$ cat src/sv/csvt_pkg.sv
// Shared constants, types and helpers for the CSV field tokenizer.
`timescale 1ns / 1ps
package csvt_pkg;

    localparam int unsigned HOLD_DEPTH_DEFAULT = 16;

    localparam logic [7:0] QUOTE_BYTE  = 8'h22;
    localparam logic [7:0] DELIM_RESET = 8'd44;
    localparam logic [7:0] SPACE_BYTE  = 8'h20;
    localparam logic [7:0] TAB_BYTE    = 8'h09;
    localparam logic [7:0] CR_BYTE     = 8'h0D;

    // Word index of the delimiter register on the APB port.
    localparam logic REG_FIELD_DELIM = 1'b0;

    typedef enum logic [2:0] {
        ST_IDLE  = 3'b001,
        ST_FLUSH = 3'b010,
        ST_FINAL = 3'b100
    } csvt_state_t;

    typedef struct packed {
        logic accept;       // take the offered request and update parse state
        logic start_flush;  // request needs held whitespace sent first
        logic emit_held;    // load the next held byte into the output register
        logic advance;      // step to the following held byte
        logic emit_saved;   // load the byte that ended the flush
    } csvt_cmd_t;

    typedef struct packed {
        logic out_free;     // output register can take a result this cycle
        logic needs_flush;  // offered request releases held whitespace
        logic at_last;      // current held byte is the final one
    } csvt_status_t;

    function automatic logic is_space(input logic [7:0] c);
        return (c == SPACE_BYTE) || ((c >= TAB_BYTE) && (c <= CR_BYTE));
    endfunction

endpackage

$ cat src/sv/csv_field_tokenizer.sv
// Top level of the CSV field tokenizer: APB register, controller and datapath.
// Output: a result that needs no flush is in the output register in the cycle after its request is accepted.
// Throughput: one request per cycle when it releases no held whitespace; a content byte that
// releases held whitespace bytes keeps the block busy while they are sent one by one from the
// single read port of the hold memory, then the byte itself. Output stall backs up into in_stall.
// Reset: rst_n clears parse state and the output valid flag, and sets the delimiter to a comma.
`timescale 1ns / 1ps
module csv_field_tokenizer
    import csvt_pkg::*;
#(
    parameter int unsigned HOLD_DEPTH = HOLD_DEPTH_DEFAULT
)
(
    input  logic        clk,
    input  logic        rst_n,
    // APB configuration port
    input  logic        psel,
    input  logic        penable,
    input  logic        pwrite,
    input  logic [2:0]  paddr,
    input  logic [31:0] pwdata,
    output logic [31:0] prdata,
    output logic        pready,
    // input channel
    input  logic        in_valid,
    output logic        in_stall,
    input  logic [7:0]  data_byte,
    input  logic        is_end_of_line,
    // output channel
    output logic        out_valid,
    input  logic        out_stall,
    output logic [7:0]  out_byte,
    output logic        byte_valid,
    output logic        field_end,
    output logic        line_end,
    output logic        hold_overflow,
    output logic        last_of_run
);

    logic [7:0]   field_delim_reg;
    csvt_cmd_t    cmd;
    csvt_status_t st;

    // The delimiter register lives at word 0; byte-offset bits are ignored.
    // Write only while idle, so no interlock against a request in flight.
    always_ff @(posedge clk or negedge rst_n)
    begin
        if (!rst_n)
        begin
            field_delim_reg <= DELIM_RESET;
        end
        else if (psel && penable && pwrite && pready && (paddr[2] == REG_FIELD_DELIM))
        begin
            field_delim_reg <= pwdata[7:0];
        end
    end

    assign pready = 1'b1;
    assign prdata = (paddr[2] == REG_FIELD_DELIM) ? {24'd0, field_delim_reg} : 32'd0;

    // Controller: decides when to accept a request and sequences the flush
    // of held whitespace ahead of the content byte that releases it.
    csvt_ctrl u_ctrl (
        .clk      (clk),
        .rst_n    (rst_n),
        .in_valid (in_valid),
        .in_stall (in_stall),
        .st       (st),
        .cmd      (cmd)
    );

    // Datapath: quote and trim logic, hold memory, output register.
    csvt_dp #(
        .HOLD_DEPTH (HOLD_DEPTH)
    ) u_dp (
        .clk            (clk),
        .rst_n          (rst_n),
        .field_delim    (field_delim_reg),
        .data_byte      (data_byte),
        .is_end_of_line (is_end_of_line),
        .out_stall      (out_stall),
        .cmd            (cmd),
        .st             (st),
        .out_valid      (out_valid),
        .out_byte       (out_byte),
        .byte_valid     (byte_valid),
        .field_end      (field_end),
        .line_end       (line_end),
        .hold_overflow  (hold_overflow),
        .last_of_run    (last_of_run)
    );

endmodule

$ cat src/sv/csvt_ctrl.sv
// Controller state machine for the CSV field tokenizer.
`timescale 1ns / 1ps
module csvt_ctrl
    import csvt_pkg::*;
(
    input  logic         clk,
    input  logic         rst_n,
    input  logic         in_valid,
    output logic         in_stall,
    input  csvt_status_t st,
    output csvt_cmd_t    cmd
);

    csvt_state_t state_reg;
    csvt_state_t state_next;

    always_comb
    begin
        state_next = state_reg;
        cmd        = '0;
        in_stall   = 1'b1;
        case (state_reg)
            ST_IDLE:
            begin
                in_stall   = !st.out_free;
                cmd.accept = in_valid && st.out_free;
                if (cmd.accept && st.needs_flush)
                begin
                    cmd.start_flush = 1'b1;
                    state_next      = ST_FLUSH;
                end
            end
            ST_FLUSH:
            begin
                if (st.out_free)
                begin
                    cmd.emit_held = 1'b1;
                    if (st.at_last)
                    begin
                        state_next = ST_FINAL;
                    end
                    else
                    begin
                        cmd.advance = 1'b1;
                    end
                end
            end
            ST_FINAL:
            begin
                if (st.out_free)
                begin
                    cmd.emit_saved = 1'b1;
                    state_next     = ST_IDLE;
                end
            end
            default:
            begin
                state_next = ST_IDLE;
            end
        endcase
    end

    always_ff @(posedge clk or negedge rst_n)
    begin
        if (!rst_n)
        begin
            state_reg <= ST_IDLE;
        end
        else
        begin
            state_reg <= state_next;
        end
    end

endmodule

$ cat src/sv/csvt_dp.sv
// Datapath: parse state, whitespace hold memory and output register.
`timescale 1ns / 1ps
module csvt_dp
    import csvt_pkg::*;
#(
    parameter int unsigned HOLD_DEPTH = HOLD_DEPTH_DEFAULT
)
(
    input  logic         clk,
    input  logic         rst_n,
    input  logic [7:0]   field_delim,
    input  logic [7:0]   data_byte,
    input  logic         is_end_of_line,
    input  logic         out_stall,
    input  csvt_cmd_t    cmd,
    output csvt_status_t st,
    output logic         out_valid,
    output logic [7:0]   out_byte,
    output logic         byte_valid,
    output logic         field_end,
    output logic         line_end,
    output logic         hold_overflow,
    output logic         last_of_run
);

    localparam int unsigned AW = (HOLD_DEPTH > 1) ? $clog2(HOLD_DEPTH) : 1;
    localparam int unsigned CW = $clog2(HOLD_DEPTH + 1);

    // Parse state
    logic          inside_quotes_reg;
    logic          inside_quotes_next;
    logic          quote_pending_reg;
    logic          quote_pending_next;
    logic          has_content_reg;
    logic          has_content_next;
    logic [CW-1:0] held_count_reg;
    logic [CW-1:0] held_count_next;

    // Flush bookkeeping
    logic [AW-1:0] rd_idx_reg;
    logic [AW-1:0] flush_end_reg;
    logic [7:0]    saved_byte_reg;

    // Hold memory
    logic [7:0]    held_mem [HOLD_DEPTH];
    logic [7:0]    rd_data_reg;
    logic          rd_en;
    logic [AW-1:0] rd_addr;
    logic          wr_en;

    // Decoded single result
    logic          res_load;
    logic [7:0]    res_byte;
    logic          res_bv;
    logic          res_fe;
    logic          res_le;
    logic          res_ov;
    logic          dec_flush;

    // Output register
    logic          out_valid_reg;
    logic [7:0]    out_byte_reg;
    logic          byte_valid_reg;
    logic          field_end_reg;
    logic          line_end_reg;
    logic          overflow_reg;
    logic          last_reg;

    always_comb
    begin
        logic eff_inside;
        logic take;
        inside_quotes_next = inside_quotes_reg;
        quote_pending_next = quote_pending_reg;
        has_content_next   = has_content_reg;
        held_count_next    = held_count_reg;
        wr_en              = 1'b0;
        res_load           = 1'b0;
        res_byte           = 8'd0;
        res_bv             = 1'b0;
        res_fe             = 1'b0;
        res_le             = 1'b0;
        res_ov             = 1'b0;
        dec_flush          = 1'b0;
        eff_inside         = inside_quotes_reg;
        take               = 1'b0;
        if (is_end_of_line)
        begin
            res_load           = 1'b1;
            res_fe             = 1'b1;
            res_le             = 1'b1;
            inside_quotes_next = 1'b0;
            quote_pending_next = 1'b0;
            has_content_next   = 1'b0;
            held_count_next    = '0;
        end
        else
        begin
            if (quote_pending_reg)
            begin
                quote_pending_next = 1'b0;
                if (data_byte == QUOTE_BYTE)
                begin
                    take = 1'b1;
                end
                else
                begin
                    eff_inside         = 1'b0;
                    inside_quotes_next = 1'b0;
                end
            end
            if (!take)
            begin
                if (data_byte == QUOTE_BYTE)
                begin
                    if (eff_inside)
                    begin
                        quote_pending_next = 1'b1;
                    end
                    else
                    begin
                        inside_quotes_next = 1'b1;
                    end
                end
                else if (data_byte == field_delim && !eff_inside)
                begin
                    res_load         = 1'b1;
                    res_fe           = 1'b1;
                    has_content_next = 1'b0;
                    held_count_next  = '0;
                end
                else
                begin
                    take = 1'b1;
                end
            end
            if (take)
            begin
                if (is_space(data_byte))
                begin
                    if (has_content_reg)
                    begin
                        if (held_count_reg < CW'(HOLD_DEPTH))
                        begin
                            wr_en           = 1'b1;
                            held_count_next = held_count_reg + CW'(1);
                        end
                        else
                        begin
                            res_load = 1'b1;
                            res_ov   = 1'b1;
                        end
                    end
                end
                else
                begin
                    has_content_next = 1'b1;
                    held_count_next  = '0;
                    if (held_count_reg != '0)
                    begin
                        dec_flush = 1'b1;
                    end
                    else
                    begin
                        res_load = 1'b1;
                        res_bv   = 1'b1;
                        res_byte = data_byte;
                    end
                end
            end
        end
    end

    always_ff @(posedge clk or negedge rst_n)
    begin
        if (!rst_n)
        begin
            inside_quotes_reg <= 1'b0;
            quote_pending_reg <= 1'b0;
            has_content_reg   <= 1'b0;
            held_count_reg    <= '0;
            rd_idx_reg        <= '0;
        end
        else
        begin
            if (cmd.accept)
            begin
                inside_quotes_reg <= inside_quotes_next;
                quote_pending_reg <= quote_pending_next;
                has_content_reg   <= has_content_next;
                held_count_reg    <= held_count_next;
            end
            if (cmd.start_flush)
            begin
                rd_idx_reg <= '0;
            end
            else if (cmd.advance)
            begin
                rd_idx_reg <= rd_idx_reg + AW'(1);
            end
        end
    end

    always_ff @(posedge clk)
    begin
        if (cmd.start_flush)
        begin
            flush_end_reg  <= AW'(held_count_reg - CW'(1));
            saved_byte_reg <= data_byte;
        end
    end

    assign rd_en   = cmd.start_flush || cmd.advance;
    assign rd_addr = cmd.start_flush ? '0 : rd_idx_reg + AW'(1);

    always_ff @(posedge clk)
    begin
        if (cmd.accept && wr_en)
        begin
            held_mem[held_count_reg[AW-1:0]] <= data_byte;
        end
        if (rd_en)
        begin
            rd_data_reg <= held_mem[rd_addr];
        end
    end

    assign st.out_free    = !out_valid_reg || !out_stall;
    assign st.needs_flush = dec_flush;
    assign st.at_last     = (rd_idx_reg == flush_end_reg);

    always_ff @(posedge clk or negedge rst_n)
    begin
        if (!rst_n)
        begin
            out_valid_reg <= 1'b0;
        end
        else if ((cmd.accept && res_load) || cmd.emit_held || cmd.emit_saved)
        begin
            out_valid_reg <= 1'b1;
        end
        else if (!out_stall)
        begin
            out_valid_reg <= 1'b0;
        end
    end

    always_ff @(posedge clk)
    begin
        if (cmd.accept && res_load)
        begin
            out_byte_reg   <= res_byte;
            byte_valid_reg <= res_bv;
            field_end_reg  <= res_fe;
            line_end_reg   <= res_le;
            overflow_reg   <= res_ov;
            last_reg       <= 1'b1;
        end
        else if (cmd.emit_held)
        begin
            out_byte_reg   <= rd_data_reg;
            byte_valid_reg <= 1'b1;
            field_end_reg  <= 1'b0;
            line_end_reg   <= 1'b0;
            overflow_reg   <= 1'b0;
            last_reg       <= 1'b0;
        end
        else if (cmd.emit_saved)
        begin
            out_byte_reg   <= saved_byte_reg;
            byte_valid_reg <= 1'b1;
            field_end_reg  <= 1'b0;
            line_end_reg   <= 1'b0;
            overflow_reg   <= 1'b0;
            last_reg       <= 1'b1;
        end
    end

    assign out_valid     = out_valid_reg;
    assign out_byte      = out_byte_reg;
    assign byte_valid    = byte_valid_reg;
    assign field_end     = field_end_reg;
    assign line_end      = line_end_reg;
    assign hold_overflow = overflow_reg;
    assign last_of_run   = last_reg;

endmodule

$ cat config.mk
export PLATFORM = sky130hd
export DESIGN_NAME = csv_field_tokenizer
export DESIGN_NICKNAME = d
export VERILOG_FILES = /design/src/sv/csvt_pkg.sv /design/src/sv/csv_field_tokenizer.sv /design/src/sv/csvt_ctrl.sv /design/src/sv/csvt_dp.sv
export SDC_FILE = /design/constraint.sdc
export NUM_CORES = 1
export LEC_CHECK = 0
export BUFFER_PORTS_ARGS = -buffer_cell sky130_fd_sc_hd__buf_4
export CAP_MARGIN = 10
export CORE_MARGIN = 1
export CORE_UTILIZATION = 40
export DETAILED_ROUTE_END_ITERATION = 10
export SLEW_MARGIN = 30
export SYNTH_ARGS = -nofsm -noshare
export SYNTH_HDL_FRONTEND = slang
export SYNTH_HIERARCHICAL = 1
export SYNTH_SLANG_ARGS = --single-unit
$ cat constraint.sdc
create_clock -name clk -period 4.3 [get_ports clk]
set_clock_uncertainty 0.2 [all_clocks]
set_input_delay 0.86 -clock clk [delete_from_list [all_inputs] [get_ports clk]]
set_output_delay 0.86 -clock clk [all_outputs]
set_load 0.05 [all_outputs]
Word level (Yosys, flattened, before mapping)
Memory sizes are Yosys's and may differ from the RTL's. A register that Yosys moved wholly into a read port is not among the register bits.
Index checks and enable logic that the tools add are counted.
W data, S select, Z words.
{"block": "word_totals", "reg_bits": 49, "latchBits": 0, "ramBits": 128, "mem_bits_ro": 0, "wordCells": 157, "mem_count": 1}
{"name": "u_dp.held_mem", "depth": 16, "width": 8, "rd": 1, "rd_clocked_by_memory_dff": 1, "write_ports": 1, "line_no": "csvt_dp.sv:45", "text": "logic [7:0] held_mem [HOLD_DEPTH];"}
{"block": "op_classes", "addsub": 3, "mul": 0, "div": 0, "magnitude_cmp": 3, "n_eq_ne": 12, "shifts": 0, "n_mux": 98, "bitwise": 1, "reduce_logical": 23}
{"operator": "$mux W1", "n": 71}
{"operator": "$mux W8", "n": 8}
{"operator": "$mux W5", "n": 8}
{"operator": "$eq A8 B6 Y1 const B", "n": 2}
{"operator": "$mux W3", "n": 4}
{"operator": "$mux W4", "n": 3}
{"operator": "$logic_and A1 B1 Y1", "n": 9}
{"operator": "$pmux W3 S3", "n": 1}
{"operator": "$eq A8 B8 Y1", "n": 1}
{"operator": "$ge A8 B4 Y1 const B", "n": 1}
{"operator": "$le A8 B4 Y1 const B", "n": 1}
{"operator": "$ne A2 B1 Y1 const B", "n": 4}
{"operator": "$mux W2", "n": 3}
{"operator": "$add A5 B1 Y5 const B", "n": 1}
{"operator": "$logic_or A1 B1 Y1", "n": 5}
{"operator": "$lt A5 B5 Y1 const B", "n": 1}
{"operator": "$reduce_bool A5 Y1", "n": 1}
{"operator": "$add A4 B1 Y4 const B", "n": 1}
{"operator": "$eq A4 B4 Y1", "n": 1}
{"operator": "$logic_not A1 Y1", "n": 4}
{"operator": "$reduce_and A4 Y1", "n": 1}
{"operator": "$reduce_bool A2 Y1", "n": 2}
{"operator": "$sub A4 B1 Y4 const B", "n": 1}
{"operator": "$eq A3 B1 Y1 const B", "n": 1}
{"operator": "5 further kinds", "n": 5}

Depth between registers and ports, before layout
{"block": "depth", "ltp_word": 19, "depth_mapped": 14, "ltp_nobuf": 10}

Hierarchy
Netlist, hierarchy kept.
{"mod": "csvt_dp", "n_inst": 1, "cells_per_inst": 434, "area_each_um2": 7329.5, "seq_area_each_um2": 5149.9}
{"mod": "csv_field_tokenizer", "n_inst": 1, "cells_per_inst": 52, "area_each_um2": 583.1, "seq_area_each_um2": 203.9}
{"mod": "csvt_ctrl", "n_inst": 1, "cells_per_inst": 18, "area_each_um2": 198.9, "seq_area_each_um2": 76.3}

Least setup slack after synthesis
Ideal clock, no wire load.
{"block": "synth_timing", "kind": "input port to flip-flop", "startpoint": "input data_byte[6]", "endpoint": "register u_dp.rd_data_reg[1], read port of u_dp.held_mem (data pin)", "arrival_time_ns": 3.538, "path_slack_ns": 0.279, "cell_stages": 12, "path_buffers": 3, "path_cell_list": "xnor2_1 nand4_1 o41ai_1 nor3_1 buf_4 and3_4 clkbuf_1 nor2_2 buf_4 mux4_2 mux2i_1 mux2i_1"}
{"item": "start: declaration", "line_no": "csv_field_tokenizer.sv:27", "text": "input logic [7:0] data_byte,"}
{"item": "end: declaration", "line_no": "csvt_dp.sv:46", "text": "logic [7:0] rd_data_reg;"}

==> key figures <==
Run status
  – Outcome: finished clean

Power and ir drop
  – VDD IR max: about 0.36 mV
  – Pleak: 3.38 nW
  – Pwr per Cell Area: 498 nW/um2
  – Overall power: 4.72 mW

Yosys
  – Async SR Flop Fraction: approximately 13%
  – Post-synthesis mux area share: 13.0%
  – Synth Cell Area: between 8000 and 9000 um2
  – Avg Inst Size Synth: 16.1 um2
  – Register area share after synthesis: 66.9%
  – Xor and xnor area share after synthesis: 1.84%
  – Synth area leader: edfxtp_1
  – Simple logic cell fraction of the synthesized area: 7.62%
  – Area share of the largest cell type after synthesis: 59.2%
  – Post-Synth Adder-Cell Area: 0.771%
  – Post-Syn Instances: between 500 and 600
  – Primary FF master, synth: edfxtp_1
  – #FFs+latches synth: 185
  – Top cells by area, synth: edfxtp_1 59%, mux2i_1 7.3%, dfrtp_1 6.2%
  – Main combinational cell family by area after synthesis: multiplexers
  – Number of flops mapped to enable cells by yosys: 160
  – Yosys warnings: 6
  – Synth cell types: 65
  – Synth Area in Compound Gates: 5.48%

Critical path
  – Critical path arrival: 3.59 ns
  – CP startpoint: data_byte[2]
  – Critical path capture point type: flop
  – Setup CP Type: in2reg
  – Reg2reg setup slack: 0.88 ns
  – Reg-to-Reg End: u_dp/rd_data_reg[1]
  – Worst setup SP type: input port
  – Required @ worst endpoint: 4.25 ns
  – Reg2Reg Depth: 10
  – Critical path fanouts, max: 27
  – Worst R2R Start: field_delim_reg[5]

Die
  – Number of top-level pins: 99
  – Die Ht: 144 um
  – Die ar.: 20,900 um2
  – Number of placement rows: 51
  – DIE WIDTH: about 140 um
  – Core area: 19,700 um2
  – Initial Util: between 40% and 50%

Clocking
  – TritonCTS buffer count: 17
  – Clk Latency, worst-skew pair: about 0.43 ns
  – Total clock sinks: 185
  – CTS root buffer: clkbuf_16
  – CTS-repair resized insts: 0
  – Clock transition at path regs: 0.07 ns
  – Setup repair bufs after CTS: 0
  – TritonCTS clock tree: yes
  – # H-tree levels: 4
  – Deepest clock path buffer count: 2
  – CTS Hold Buffers Added: 0

Detailed routing
  – Vias after detailed routing: 4,459
  – Antenna-violating nets left: 0
  – Drt pass-1 iters: 4
  – Via density: ~5.2
  – Final WL: 17,100 um
  – 1st-iter DRT viols: 306
  – # DRC: 0
  – Wire length per cell: 20.1 um

Timing
  – Fmax: 0.274 GHz
  – Worst slew pin tran: slightly below 0.7 ns
  – Min cycle time layout: 3.64 ns
  – Setup TNS: 0 ns
  – Fin crit share: 84.8%
  – Slew HR: 54.9%
  – Hold Slack: 0.133 ns
  – Hold Vio Cnt, Final: 0
  – RSZ-0062 raised after global routing: false
  – Max Slew Vio Count: 0
  – Final Setup Violations: 0

Layout
  – Fin cells: about 850
  – Largest register FFs: roughly 130
  – Syn-to-layout area delta: 16.8%
  – # fillers: 1,699
  – Share of post-route cells with drive strength above 1: 26.7%
  – Ant diodes: 0
  – Nets: 631

Hold path
  – Worst Hold Class: in2async

Global route
  – Largest net degree at the start of global routing: 28
  – First-pass GRT wire length: about 26,000 um
  – Vias in the first global route: 4,514
  – Grt total ovfl: 0
  – Initial antenna violation count: 0
  – Total GRT Usage: between 10% and 20%

Placed design
  – Placed insts: 821
  – DP Wirelength: 11,000 um
  – # port buffers: 47
  – Gpl congestion: 0.791

Flow run
  – Max cap viols: 0
cells in the mapped netlist, types with 2 or more instances:
master	count
a31oi_1	4
o221ai_1	7
and4bb_2	3
nor3_1	13
nor3b_1	2
buf_1	2
mux2i_1	59
nor2_2	2
a41oi_1	2
inv_1	13
xor2_1	7
or3_1	3
nand2_1	5
nor4_1	5
edfxtp_1	160
buf_6	2
buf_2	5
o21ai_0	10
nor2b_1	2
and2_1	5
mux4_2	16
clkbuf_1	10
dfrtp_1	20
nor2_1	10
o2bb2ai_1	9
mux2_2	9
a21oi_1	10
nand3_1	4
a211oi_1	2
dfstp_2	4
conb_1	2
xnor2_1	10
nand4_1	2
buf_4	27
nand4b_1	3
and2b_2	8
nand2b_1	4
o22ai_1	11
nor3_2	2
ha_1	5
placed cells by master (no fill, tap or decap), types with 7 or more instances in the layout:
cell,n
inv_1,13
conb_1,25
a21oi_1,10
o22ai_1,11
xor2_1,7
o221ai_1,7
mux4_2,16
dfrtp_1,20
mux2_2,9
nor2_1,10
xnor2_1,10
mux2i_1,59
and2b_2,8
buf_4,73
o2bb2ai_1,9
o21ai_0,10
edfxtp_1,160
nor3_1,13
clkbuf_16,17
kinds of logic after synthesis:
logic type | Yosys count
mux | 84
buf+inv | 60
fa+ha+maj | 5
simple gates | 87
flops | 185
xor+xnor | 17
other cells | 2
compound gates | 64
power breakdown:
group	total, mW	internal, mW	switching (mW)
logic	0.953	0.407	0.546
clock network	1.70	1.04	0.669
registers	2.06	2.01	0.0532
worst max path at each step:
stage | to | slack [ns] | cells past startpoint
2_1_floorplan | u_dp/rd_data_reg[1] | 0.28 | 12
3_3_place_gp | u_dp/rd_data_reg[1] | 0.24 | 11
3_5_place_dp | u_dp/rd_data_reg[1] | 0.21 | 11
4_1_cts | u_dp/rd_data_reg[6] | 0.64 | 11
5_1_grt | u_dp/rd_data_reg[1] | 0.48 | 11
6_report | u_dp/rd_data_reg[1] | 0.66 | 11
layout make-up:
| class | count | area [um2] | area share [%] |
|---|---|---|---|
| Multi-Input combinational cell | 282 | 2420 | 25.6 |
| Sequential cell | 185 | 5430 | 57.3 |
| Clock inverter | 14 | 221 | 2.34 |
| Inverter | 14 | 52.6 | 0.555 |
| Timing Repair Buffer | 75 | 588 | 6.21 |
| Clock buffer | 17 | 425 | 4.49 |
| Tap cell | 265 | 332 | 3.50 |
critical path, cell delays in order:
cell	delay (ns)
buf_4	0.28
xnor2_1	0.16
nand4_1	0.15
o41ai_1	0.56
nor3_1	0.12
and3_4	0.23
nor2_4	0.17
buf_12	0.22
mux4_2	0.51
mux2i_1	0.15
mux2i_1	0.15
metal layers:
metal / part of all wire, % / wire [um] / up-vias / track usage (%)
met5: 0 / 0 / - / 0
met4: 1.3 / 223 / 0 / 5.48
met3: 3.1 / 530 / 18 / 3.51
met2: 49 / 8430 / 107 / 29.5
met1: 46 / 7940 / 2268 / 23.9
li1: - / - / 2066 / -
through the flow:
stage	setup slack, ns	util [%]	cell area, um2
final	0.655	48.2	9470
after global routing	0.477	48.2	9470
after CTS	0.645	48.2	9470
after detailed placement	0.209	44.9	8830
after global placement	0.244	44.9	8830
after floorplan	0.279	-	8200
No activity file was read; power rests on OpenSTA's default activity.
